$ cat src/hdl/kpu_pkg.sv
`timescale 1ns / 1ps
package kpu_pkg;
    localparam int RankW = 45;
    localparam int ElemW = 4;
    localparam int LenW = 5;
    localparam int MaxElementsDef = 16;
    localparam int FactW = 64;
    localparam logic [LenW-1:0] LenReset = 5'd16;
    localparam int CfgAddrW = 1;
    localparam logic [CfgAddrW-1:0] RegPermLength = 1'b0;

    function automatic logic [FactW-1:0] fact_of(input logic [4:0] idx);
        logic [FactW-1:0] f;
        f = 64'd1;
        unique case (idx)
            5'd0, 5'd1: f = 64'd1;
            5'd2:  f = 64'd2;
            5'd3:  f = 64'd6;
            5'd4:  f = 64'd24;
            5'd5:  f = 64'd120;
            5'd6:  f = 64'd720;
            5'd7:  f = 64'd5040;
            5'd8:  f = 64'd40320;
            5'd9:  f = 64'd362880;
            5'd10: f = 64'd3628800;
            5'd11: f = 64'd39916800;
            5'd12: f = 64'd479001600;
            5'd13: f = 64'd6227020800;
            5'd14: f = 64'd87178291200;
            5'd15: f = 64'd1307674368000;
            5'd16: f = 64'd20922789888000;
            5'd17: f = 64'd355687428096000;
            5'd18: f = 64'd6402373705728000;
            5'd19: f = 64'd121645100408832000;
            default: f = 64'd1;
        endcase
        return f;
    endfunction
endpackage

$ cat src/hdl/kpu_if.sv
`timescale 1ns / 1ps
interface kpu_rank_if import kpu_pkg::*; ();
    logic             valid;
    logic             ready;
    logic [RankW-1:0] rank;
    modport source (output valid, output rank, input ready);
    modport sink (input valid, input rank, output ready);
endinterface

interface kpu_elem_if import kpu_pkg::*; ();
    logic             valid;
    logic             ready;
    logic [ElemW-1:0] perm_element;
    logic [ElemW-1:0] element_position;
    logic             rank_clamped;
    logic             last_element;
    modport source (output valid, output perm_element, output element_position,
                    output rank_clamped, output last_element, input ready);
    modport sink (input valid, input perm_element, input element_position,
                  input rank_clamped, input last_element, output ready);
endinterface

$ cat src/hdl/kpu_cell.sv
`timescale 1ns / 1ps
// One slot of the pool of unused values. On a removal every slot at or above
// the removed place takes its upper neighbor's value.
module kpu_cell import kpu_pkg::*; #(
    parameter int IdxW = 5
) (
    input  logic            i_clk,
    input  logic            i_load,
    input  logic [IdxW-1:0] i_init,
    input  logic            i_shift,
    input  logic [IdxW-1:0] i_upper,
    output logic [IdxW-1:0] o_value
);
    logic [IdxW-1:0] r_value;

    always_ff @(posedge i_clk) begin
        if (i_load) begin
            r_value <= i_init;
        end else if (i_shift) begin
            r_value <= i_upper;
        end
    end

    assign o_value = r_value;
endmodule

$ cat src/hdl/kth_permutation_unrank.sv
`timescale 1ns / 1ps
// Lexicographic permutation unranking.
// A rank k is taken on the input channel as one transfer; the block then gives
// n result transfers, one per position, carrying the value at that position of
// the k-th lexicographic permutation of 0..n-1, its position, a clamp flag and
// a last flag. n is the perm_length register on the APB port (reset value 16),
// saturated to MAX_ELEMENTS; with n equal to zero a rank gives no results.
// Each position finds its quotient by repeated subtraction of (n-1-i)! from
// the remainder, one subtraction per cycle, giving the chosen index q (at most
// n-1-i for a rank below n!); the chosen value is then pulled out of the pool.
// The pool is a row of cells that shift toward the low end by one place when a
// value is removed.
// A rank of n! or more is known to clamp once the count reaches the number of
// unused values; the remainder is then reduced by a shift-and-subtract pass
// over the 45 rank bits.
// The block works on one rank at a time; input ready is high only when idle.
// When the receiver stalls, the result register holds and the block waits.
// Reset (synchronous, active low) drops any rank in flight and sets n to 16.
module kth_permutation_unrank import kpu_pkg::*; #(
    parameter int MAX_ELEMENTS = MaxElementsDef
) (
    input  logic               i_clk,
    input  logic               i_rst_n,
    kpu_rank_if.sink           i_rank,
    kpu_elem_if.source         o_elem,
    input  logic               psel,
    input  logic               penable,
    input  logic               pwrite,
    input  logic [CfgAddrW+1:0] paddr,
    input  logic [31:0]        pwdata,
    output logic [31:0]        prdata,
    output logic               pready
);
    localparam int IdxW = $clog2(MAX_ELEMENTS + 1);
    localparam int SelW = (MAX_ELEMENTS > 1) ? $clog2(MAX_ELEMENTS) : 1;
    localparam int CntW = $clog2(RankW);

    typedef enum logic [1:0] {S_IDLE, S_DIV, S_OUT, S_MOD} t_state;

    t_state             r_state;
    logic [LenW-1:0]    r_len;
    logic [IdxW-1:0]    r_n;
    logic [IdxW-1:0]    r_pos;
    logic [IdxW-1:0]    r_q;
    logic [FactW-1:0]   r_rem;
    logic [FactW-1:0]   r_fact;
    logic [RankW-1:0]   r_dvd;
    logic [CntW-1:0]    r_cnt;
    logic               r_vld;
    logic [ElemW-1:0]   r_elem;
    logic [ElemW-1:0]   r_epos;
    logic               r_clamp;
    logic               r_last;

    logic [IdxW-1:0]    w_val [MAX_ELEMENTS];
    logic               w_load;
    logic               w_shift;
    logic [IdxW-1:0]    w_left;
    logic [IdxW-1:0]    w_sel;
    logic               w_clamp;
    logic [IdxW-1:0]    w_neff;
    logic [4:0]         w_fidx;
    logic [FactW-1:0]   w_try;
    logic [FactW-1:0]   n_rem;

    assign pready = 1'b1;
    assign prdata = (paddr[CfgAddrW+1:2] == RegPermLength) ? {27'd0, r_len} : 32'd0;

    always_comb begin
        if (r_len > LenW'(MAX_ELEMENTS)) begin
            w_neff = IdxW'(MAX_ELEMENTS);
        end else begin
            w_neff = IdxW'(r_len);
        end
    end

    assign w_left  = r_n - r_pos;
    assign w_clamp = (r_q >= w_left);
    assign w_sel   = w_clamp ? (w_left - IdxW'(1)) : r_q;
    assign w_load  = (r_state == S_IDLE) && i_rank.valid;
    assign w_shift = (r_state == S_DIV) && (r_rem < r_fact) && (!r_vld || o_elem.ready);
    assign w_fidx  = 5'(r_n - r_pos - IdxW'(2));

    // One step of the long division that reduces an oversized rank: the
    // partial remainder takes the next rank bit and drops the factorial once.
    assign w_try = {r_rem[FactW-2:0], r_dvd[RankW-1]};
    assign n_rem = (w_try >= r_fact) ? (w_try - r_fact) : w_try;

    genvar g;
    generate
        for (g = 0; g < MAX_ELEMENTS; g++) begin : g_cell
            logic [IdxW-1:0] w_up;
            if (g == MAX_ELEMENTS - 1) begin : g_top
                assign w_up = '0;
            end else begin : g_mid
                assign w_up = w_val[g+1];
            end
            kpu_cell #(.IdxW(IdxW)) u_cell (
                .i_clk  (i_clk),
                .i_load (w_load),
                .i_init (IdxW'(g)),
                .i_shift(w_shift && (IdxW'(g) >= w_sel)),
                .i_upper(w_up),
                .o_value(w_val[g])
            );
        end
    endgenerate

    assign i_rank.ready          = (r_state == S_IDLE);
    assign o_elem.valid          = r_vld;
    assign o_elem.perm_element   = r_elem;
    assign o_elem.element_position = r_epos;
    assign o_elem.rank_clamped   = r_clamp;
    assign o_elem.last_element   = r_last;

    always_ff @(posedge i_clk) begin
        if (!i_rst_n) begin
            r_state <= S_IDLE;
            r_len   <= LenReset;
            r_vld   <= 1'b0;
        end else begin
            if (psel && penable && pwrite && paddr[CfgAddrW+1:2] == RegPermLength) begin
                r_len <= pwdata[LenW-1:0];
            end
            if (r_vld && o_elem.ready && !w_shift) begin
                r_vld <= 1'b0;
            end
            unique case (r_state)
                S_IDLE: begin
                    if (i_rank.valid && w_neff != '0) begin
                        r_state <= S_DIV;
                        r_n     <= w_neff;
                        r_pos   <= '0;
                        r_q     <= '0;
                        r_rem   <= FactW'(i_rank.rank);
                        r_fact  <= fact_of(5'(w_neff - IdxW'(1)));
                    end
                end
                S_DIV: begin
                    if (r_rem >= r_fact) begin
                        if (r_q >= w_left) begin
                            // The position clamps; only the remainder is
                            // still needed, so finish it by long division.
                            r_state <= S_MOD;
                            r_dvd   <= r_rem[RankW-1:0];
                            r_rem   <= '0;
                            r_cnt   <= '0;
                        end else begin
                            r_rem <= r_rem - r_fact;
                            r_q   <= r_q + IdxW'(1);
                        end
                    end else if (!r_vld || o_elem.ready) begin
                        r_vld   <= 1'b1;
                        r_elem  <= ElemW'(w_val[w_sel[SelW-1:0]]);
                        r_epos  <= ElemW'(r_pos);
                        r_clamp <= w_clamp;
                        r_last  <= (r_pos == r_n - IdxW'(1));
                        r_q     <= '0;
                        r_pos   <= r_pos + IdxW'(1);
                        if (r_pos == r_n - IdxW'(1)) begin
                            r_state <= S_OUT;
                        end else begin
                            r_fact <= fact_of(w_fidx);
                        end
                    end
                end
                S_MOD: begin
                    r_rem <= n_rem;
                    r_dvd <= {r_dvd[RankW-2:0], 1'b0};
                    r_cnt <= r_cnt + CntW'(1);
                    if (r_cnt == CntW'(RankW - 1)) begin
                        r_state <= S_DIV;
                    end
                end
                S_OUT: begin
                    if (!r_vld || o_elem.ready) begin
                        r_state <= S_IDLE;
                    end
                end
                default: r_state <= S_IDLE;
            endcase
        end
    end
endmodule
$ cat src/flat_wrapper.sv
// flat-port wrapper written by rule: the top's interface ports become plain ports
module kth_permutation_unrank_flat import kpu_pkg::*;
#(
    parameter int MAX_ELEMENTS = MaxElementsDef
)
  (i_clk, i_rst_n, psel, penable, pwrite, paddr, pwdata, prdata, pready, i_rank_valid, i_rank_rank, i_rank_ready, o_elem_valid, o_elem_perm_element, o_elem_element_position, o_elem_rank_clamped, o_elem_last_element, o_elem_ready);
  kpu_rank_if i_rank_i ();
  kpu_elem_if o_elem_i ();
  input  logic i_clk;
  input  logic i_rst_n;
  input  logic psel;
  input  logic penable;
  input  logic pwrite;
  input  logic [CfgAddrW+1:0] paddr;
  input  logic [31:0] pwdata;
  output logic [31:0] prdata;
  output logic pready;
  input wire logic [$bits(i_rank_i.valid)-1:0] i_rank_valid;
  input wire logic [$bits(i_rank_i.rank)-1:0] i_rank_rank;
  output wire logic [$bits(i_rank_i.ready)-1:0] i_rank_ready;
  output wire logic [$bits(o_elem_i.valid)-1:0] o_elem_valid;
  output wire logic [$bits(o_elem_i.perm_element)-1:0] o_elem_perm_element;
  output wire logic [$bits(o_elem_i.element_position)-1:0] o_elem_element_position;
  output wire logic [$bits(o_elem_i.rank_clamped)-1:0] o_elem_rank_clamped;
  output wire logic [$bits(o_elem_i.last_element)-1:0] o_elem_last_element;
  input wire logic [$bits(o_elem_i.ready)-1:0] o_elem_ready;
  assign i_rank_i.valid = i_rank_valid;
  assign i_rank_i.rank = i_rank_rank;
  assign i_rank_ready = i_rank_i.ready;
  assign o_elem_valid = o_elem_i.valid;
  assign o_elem_perm_element = o_elem_i.perm_element;
  assign o_elem_element_position = o_elem_i.element_position;
  assign o_elem_rank_clamped = o_elem_i.rank_clamped;
  assign o_elem_last_element = o_elem_i.last_element;
  assign o_elem_i.ready = o_elem_ready;
  kth_permutation_unrank #(.MAX_ELEMENTS(MAX_ELEMENTS)) u_core (.i_clk(i_clk), .i_rst_n(i_rst_n), .i_rank(i_rank_i), .o_elem(o_elem_i), .psel(psel), .penable(penable), .pwrite(pwrite), .paddr(paddr), .pwdata(pwdata), .prdata(prdata), .pready(pready));
endmodule
$ cat config.mk
export PLATFORM = sky130hd
export DESIGN_NAME = kth_permutation_unrank_flat
export DESIGN_NICKNAME = d
export VERILOG_FILES = /design/src/hdl/kpu_pkg.sv /design/src/hdl/kpu_if.sv /design/src/hdl/kpu_cell.sv /design/src/hdl/kth_permutation_unrank.sv /design/src/flat_wrapper.sv
export SDC_FILE = /design/constraint.sdc
export NUM_CORES = 1
export LEC_CHECK = 0
export BUFFER_PORTS_ARGS = -buffer_cell sky130_fd_sc_hd__buf_2
export CAP_MARGIN = 20
export CORE_MARGIN = 10
export CORE_UTILIZATION = 55
export DETAILED_ROUTE_END_ITERATION = 6
export HOLD_SLACK_MARGIN = 0.1
export PLACE_DENSITY_LB_ADDON = 0.2
export SETUP_SLACK_MARGIN = 0.3
export SYNTH_ARGS = -nofsm -noshare
export SYNTH_HDL_FRONTEND = slang
export SYNTH_SLANG_ARGS = --single-unit
$ cat constraint.sdc
create_clock -name i_clk -period 7.13 [get_ports i_clk]
set_input_delay 1.426 -clock i_clk [delete_from_list [all_inputs] [get_ports i_clk]]
set_output_delay 1.426 -clock i_clk [all_outputs]
set_load 0.03 [all_outputs]
* Word level (Yosys, flattened, before mapping)
Memory sizes are Yosys's and may differ from the RTL's.
Index checks and enable logic that the tools add are counted.
** Cells by class
- Eq/ne operators :: 17
- Order comparisons :: 22
- Muxes and demuxes :: 42
- Bitwise logic cells :: 3
- $add $sub $neg :: 10
- Reductions and logical operators :: 41
** Operator list (number)
- 64-bit two-way mux :: 8
- 64-bit case mux with 3 select lines :: 1
- 64-bit greater-or-equal comparator :: 2
- 64-bit case mux with 2 select lines :: 1
- 64-bit subtractor :: 2
- 45-bit two-way mux :: 2
- 45-bit case mux with 2 select lines :: 1
- 64-bit < comparator :: 1
- 5-bit two-way mux :: 9
- 4-bit by 5-bit greater-or-equal comparator with 1-bit output (first input constant) :: 8
- 1-bit logical AND :: 25
- 5-bit binary-select mux with 4-bit select :: 1
- 3-bit by 5-bit greater-or-equal comparator with 1-bit output (first input constant) :: 4
- 5-bit case mux with 2 select lines :: 2
- 5-bit by 1-bit subtractor with 5-bit output (second input constant) :: 3
- 2-bit two-way mux :: 7
- 6-bit two-way mux :: 2
- 6-bit case mux with 2 select lines :: 1
- 4-bit AND reduction :: 3
- 6-bit AND reduction :: 2
- 5-bit by 1-bit adder with 5-bit output (second input constant) :: 2
- 1-bit by 5-bit greater-or-equal comparator with 1-bit output (first input constant) :: 2
- 2-bit by 5-bit greater-or-equal comparator with 1-bit output (first input constant) :: 2
- 5-bit AND reduction :: 2
- other kinds (26) :: 42
** Word-level totals
- Output and inout bits :: 45
- Input port bits :: 87
- Word-level logic and storage cells :: 167
- Bits in read-only memories :: 3520
- Memories kept :: 2
- Flip-flop bits (word level) :: 276
** Memories
- (name not given) :: depth 32, bits a word 55, rd ports 1, clocked after Yosys merged registers in 0, wr ports 0, line kpu_pkg.sv:15 : unique case (idx)
- (name not given) :: depth 32, bits a word 55, rd ports 1, clocked after Yosys merged registers in 0, wr ports 0, line kpu_pkg.sv:15

* Depth between registers and ports, before layout
- Depth in word-level cells :: 9
- Mapped depth :: 18
- Depth with buffers taken out :: 15

* By module
Synthesis repeated with hierarchy kept, for this count alone.
** Unflattened totals
- Cell total of the unflattened synthesis :: 2348
- Area total of the unflattened synthesis :: 21953.6 µm²
** By module, submodules not included
- kth_permutation_unrank :: cells each 2172, area an instance 18550.3 µm², sequential area each 5685.5 µm², instances 1
- kpu_cell :: cells each 11, area an instance 212.7 µm², sequential area each 150.1 µm², instances 16

* Least setup slack after synthesis
No wires, ideal clock.
- Path kind :: reg-to-reg
- Start :: register u_core.r_rem[0]
- End :: register u_core.r_fact[0] (enable)
- Arrival :: 6365 ps
- Buffers on the path :: 0
- Library setup time :: 513 ps
- Slack :: 252 ps
- Period minus slack after synthesis :: 6878 ps
- Required time :: 6617 ps
- Cell stages (with the launch flop) :: 15
- Cells stage by stage :: edfxtp_1 > inv_1 > ha_1 > inv_1 > fa_1 > a21o_1 > a221o_1 > a311o_1 > a21oi_2 > o21ai_2 > a211oi_4 > a21oi_1 > o22ai_1 > and2_1 > a21boi_0
** Between the ends
- Cells in the longest elaborated chain, start to end :: 3
** RTL lines
- from (decl) :: line kth_permutation_unrank.sv:45 : logic [FactW-1:0] r_rem;
- from (signal assigned) :: line kth_permutation_unrank.sv:135 : r_rem <= FactW'(i_rank.rank);
- from (signal assigned) :: line kth_permutation_unrank.sv:149 : r_rem <= r_rem - r_fact;
- from (signal assigned) :: line kth_permutation_unrank.sv:168 : r_rem <= n_rem;
- 64-bit greater-or-equal comparator :: line kth_permutation_unrank.sv:140 : if (r_rem >= r_fact) begin
- 2-bit inequality test (no source line)
- 6-bit AND reduction (no source line)
- to (signal assigned) :: line kth_permutation_unrank.sv:136 : r_fact <= fact_of(5'(w_neff - IdxW'(1)));
- to (signal assigned) :: line kth_permutation_unrank.sv:163 : r_fact <= fact_of(w_fidx);
- to (decl) :: line kth_permutation_unrank.sv:46 : logic [FactW-1:0] r_fact;
Every way passes these cells.
A chain may end at the register's enable or synchronous reset.

* Final worst setup path
- Start :: register u_core.r_pos[0]
- End :: register u_core.r_elem[0] (netlist: u_core.o_elem.perm_element[0]) (data pin)
** Between the ends
- Cells in the longest elaborated chain, start to end :: 7
- Elaborated cells between the ends (all ways) :: 8
- Those cells by class :: 2 x add/sub; 1 x order compare; 4 x mux; 1 x bitwise
** RTL lines
- from (decl) :: line kth_permutation_unrank.sv:43 : logic [IdxW-1:0] r_pos;
- from (signal assigned) :: line kth_permutation_unrank.sv:159 : r_pos <= r_pos + IdxW'(1);
- 5-bit subtractor (*) :: line kth_permutation_unrank.sv:77 : assign w_left = r_n - r_pos;
- 5-bit by 1-bit subtractor with 5-bit output / 5-bit greater-or-equal comparator (equally long branches) :: line kth_permutation_unrank.sv:79, kth_permutation_unrank.sv:78
- 5-bit two-way mux (*) :: line kth_permutation_unrank.sv:79 : assign w_sel = w_clamp ? (w_left - IdxW'(1)) : r_q;
- 4-bit inverter with 5-bit output (implied by the code) (*) :: line kth_permutation_unrank.sv:154 : r_elem <= ElemW'(w_val[w_sel[SelW-1:0]]);
- 5-bit binary-select mux with 4-bit select (*) :: line kth_permutation_unrank.sv:154
- 4-bit two-way mux (implied by the code) (*) (2 in series) :: line kth_permutation_unrank.sv:154
- to (signal assigned) :: line kth_permutation_unrank.sv:154
- to (decl) :: line kth_permutation_unrank.sv:50 : logic [ElemW-1:0] r_elem;
Mark *: on every way between the ends. The rest lies on a longest branch, timed or not. The select of a mux whose other input is x is not followed.

==> out/summary.txt <==
Worst Setup End Kind = register
post-cts sizing count = 0
Iter 0 DRT Violations = 1699
Placer Congestion = 0.9819
post-synthesis sequential area ratio = 0.3357
overall routing resource usage = 0.2823
outcome = completed
CP max FO = 13
Crit. Startpoint = u_core.r_pos[0]$_SDFFCE_PN0P_
main flop type after synthesis = edfxtp_1
Power Density = 226.2 mW/mm²
via count = 18066
worst slew pin tran = 1.005 ns
CTS Sinks = 249
TNS Setup = 0 ns
commonest cells after routing, fill and taps aside = nand2_1, nor2_1, a21oi_1, edfxtp_1, ha_1
clk root buf = clkbuf_16
f_max = 193.0 MHz
#FFs+latches synth = 249
worst-case clock buffer depth = 3
Remaining DRCs = 0
Worst VDD drop = 223.2 µV
antenna violations before repair = 0
NumNets Final = 2540
Post-Synthesis Cell Area = 0.02034 mm²
clock latency on the worst-skew pair = 0.59 ns
Req. time, crit path = 7.45 ns
vias in the first global route = 17318
worst rel slew slack = 0.3213
Synth warnings = 0
worst r2r src = u_core.r_pos[0]$_SDFFCE_PN0P_
Num CTS Buffers = 30
# rows = 70
post-CTS setup buffers = 0
cells after synthesis = 2294
Util after Layout = 0.6044
dpl hpwl = 49130 µm
CP Class = reg -> reg
placed insts = 2741
# Max-Cap Violations = 0
share of cells above drive strength 1 = 0.1133
clock slew at reported path FFs = 0.06 ns
wire per inst = 23.19 µm
IO buf count = 74
FFs w/ async S/R, synth = 0
via/cell ratio = 6.454
fin. max-slew vios = 0
H-tree levels = 1
# fillers = 3211
syn avg cell area = 8.865 µm²
Final setup violation count = 0
antenna-violating nets left = 0
P&R area growth vs syn = 8.552%
cts hold-fix bufs = 0
Hold Crit Start = u_core.g_cell[0].u_cell.o_value[3]$_SDFFE_PP0P_
Die Y = 212.3 µm
Initial Util = 0.5568
drt first pass iters = 7
core area = 0.03652 mm²
die area = 0.04506 mm²
Chip Width = 212.3 µm
type of the tightest min-delay check = reg -> reg
first-pass GRT wire length = 100100 µm
RSZ-0062 raised after global routing = no
CP startpoint kind = register
commonest non-fill, non-tap cell in the layout = nand2_1
Final Hold Vio Count = 0
synth unique cells = 88
CTS tree = yes
GRT overflow = 0
Static Leak = 8.948 nW
io pins = 132
Fin Clk Skew = 0.01827 ns
Post-synth EDFFs = 184
overall routed net length = 64910 µm
Final period util = 0.7267
crit path time final = 5.182 ns
Non-Filler Instances = 2799
largest net degree at the start of global routing = 56
arrival time worst endpoint = 5.50 ns
metal layers:
layer / part of all wire / global-route usage / vias to the layer above
met4: 0.035 / 0.1029 / 0
met2: 0.46 / 0.4498 / 759
met1: 0.43 / 0.3850 / 8666
li1: - / - / 8512
met5: 0 / 0 / -
met3: 0.077 / 0.03696 / 129
state kept, by name, indices dropped and copies added (netlist names), 6 cells and up:
register,cells
u_core.g_cell.u_cell.o_value,57
u_core.r_fact,44
u_core.r_dvd,45
u_core.r_cnt,6
u_core.r_rem,64
worst max-delay path: stages (launching register included):
cell and delay [ns]:
edfxtp_1 0.46, ha_1 0.71, inv_1 0.32, ha_1 0.36, nand2b_1 0.15, a21o_1 0.17
a21o_1 0.17, a21o_1 0.18, a21o_1 0.43, a21oi_2 0.67, buf_4 0.38, mux4_2 0.54
mux2i_1 0.25, a21oi_1 0.11
cells by family after synthesis:
group	Yosys count	share of synthesized area
and+or+nand+nor	687	0.1584
other	2	0.0003693
AOI/OAI and AO/OA	650	0.2088
xor gates and xnor gates	140	0.06030
buffers and inverters	257	0.05365
DFF	249	0.3357
adders and majority gates	147	0.09155
muxes	162	0.09124
Yosys cell counts, drive strengths merged (57+ instances only):
master	count	share of area
dfxtp	65	0.064
ha	144	0.089
mux2i	92	0.045
xnor2	84	0.036
mux2	57	0.032
edfxtp	184	0.27
nand2	212	0.039
clkbuf	106	0.020
nor2	205	0.038
o21ai	129	0.032
inv	107	0.020
a21oi	197	0.049
cell type report:
class / instances / area [µm²] / area share
antenna: 1 / 2.502 / 0.0001134
clock buffer: 39 / 888.4 / 0.04024
clock inverter: 17 / 162.7 / 0.007368
inverter: 108 / 405.4 / 0.01836
multi-input combinational: 1814 / 12580 / 0.5700
sequential: 249 / 6828 / 0.3093
tap: 468 / 585.6 / 0.02653
timing repair buffer: 103 / 620.6 / 0.02811
path summary, 6_finish.rpt:
kind | slack, ns | depth (start not counted) | end
worst max-delay path | 1.95 | 13 | u_core.o_elem.perm_element[0]$_DFFE_PP_
worst min-delay path | 0.46 | 2 | u_core.g_cell[0].u_cell.o_value[3]$_SDFFE_PP0P_
worst max register to register | 1.95 | 13 | u_core.o_elem.perm_element[0]$_DFFE_PP_
worst min register to register | 0.46 | 2 | u_core.g_cell[0].u_cell.o_value[3]$_SDFFE_PP0P_
power breakdown:
group	switching, mW	total [mW]	leakage (nW)	internal, mW
Combinational	1.04	1.64	6.18	0.608
Sequential	0.0711	1.74	2.25	1.67
Clock	0.656	1.61	0.519	0.956
stage by stage:
| step | instance area, µm² | power, mW | hold slack, ns | worst slack [ns] |
|---|---|---|---|---|
| detailed placement | 20990 | 3.367 | 0.4577 | 1.981 |
| global placement | 20990 | 3.352 | 0.4459 | 2.013 |
| CTS | 22040 | 4.977 | 0.4651 | 1.958 |
| finish | 22070 | 4.993 | 0.4634 | 1.948 |
| floorplan | 20430 | 2.940 | 0.4348 | 1.372 |
| global route | 22070 | 5.224 | 0.4914 | 1.650 |
Note: power is estimated with default switching activity, not from simulation.
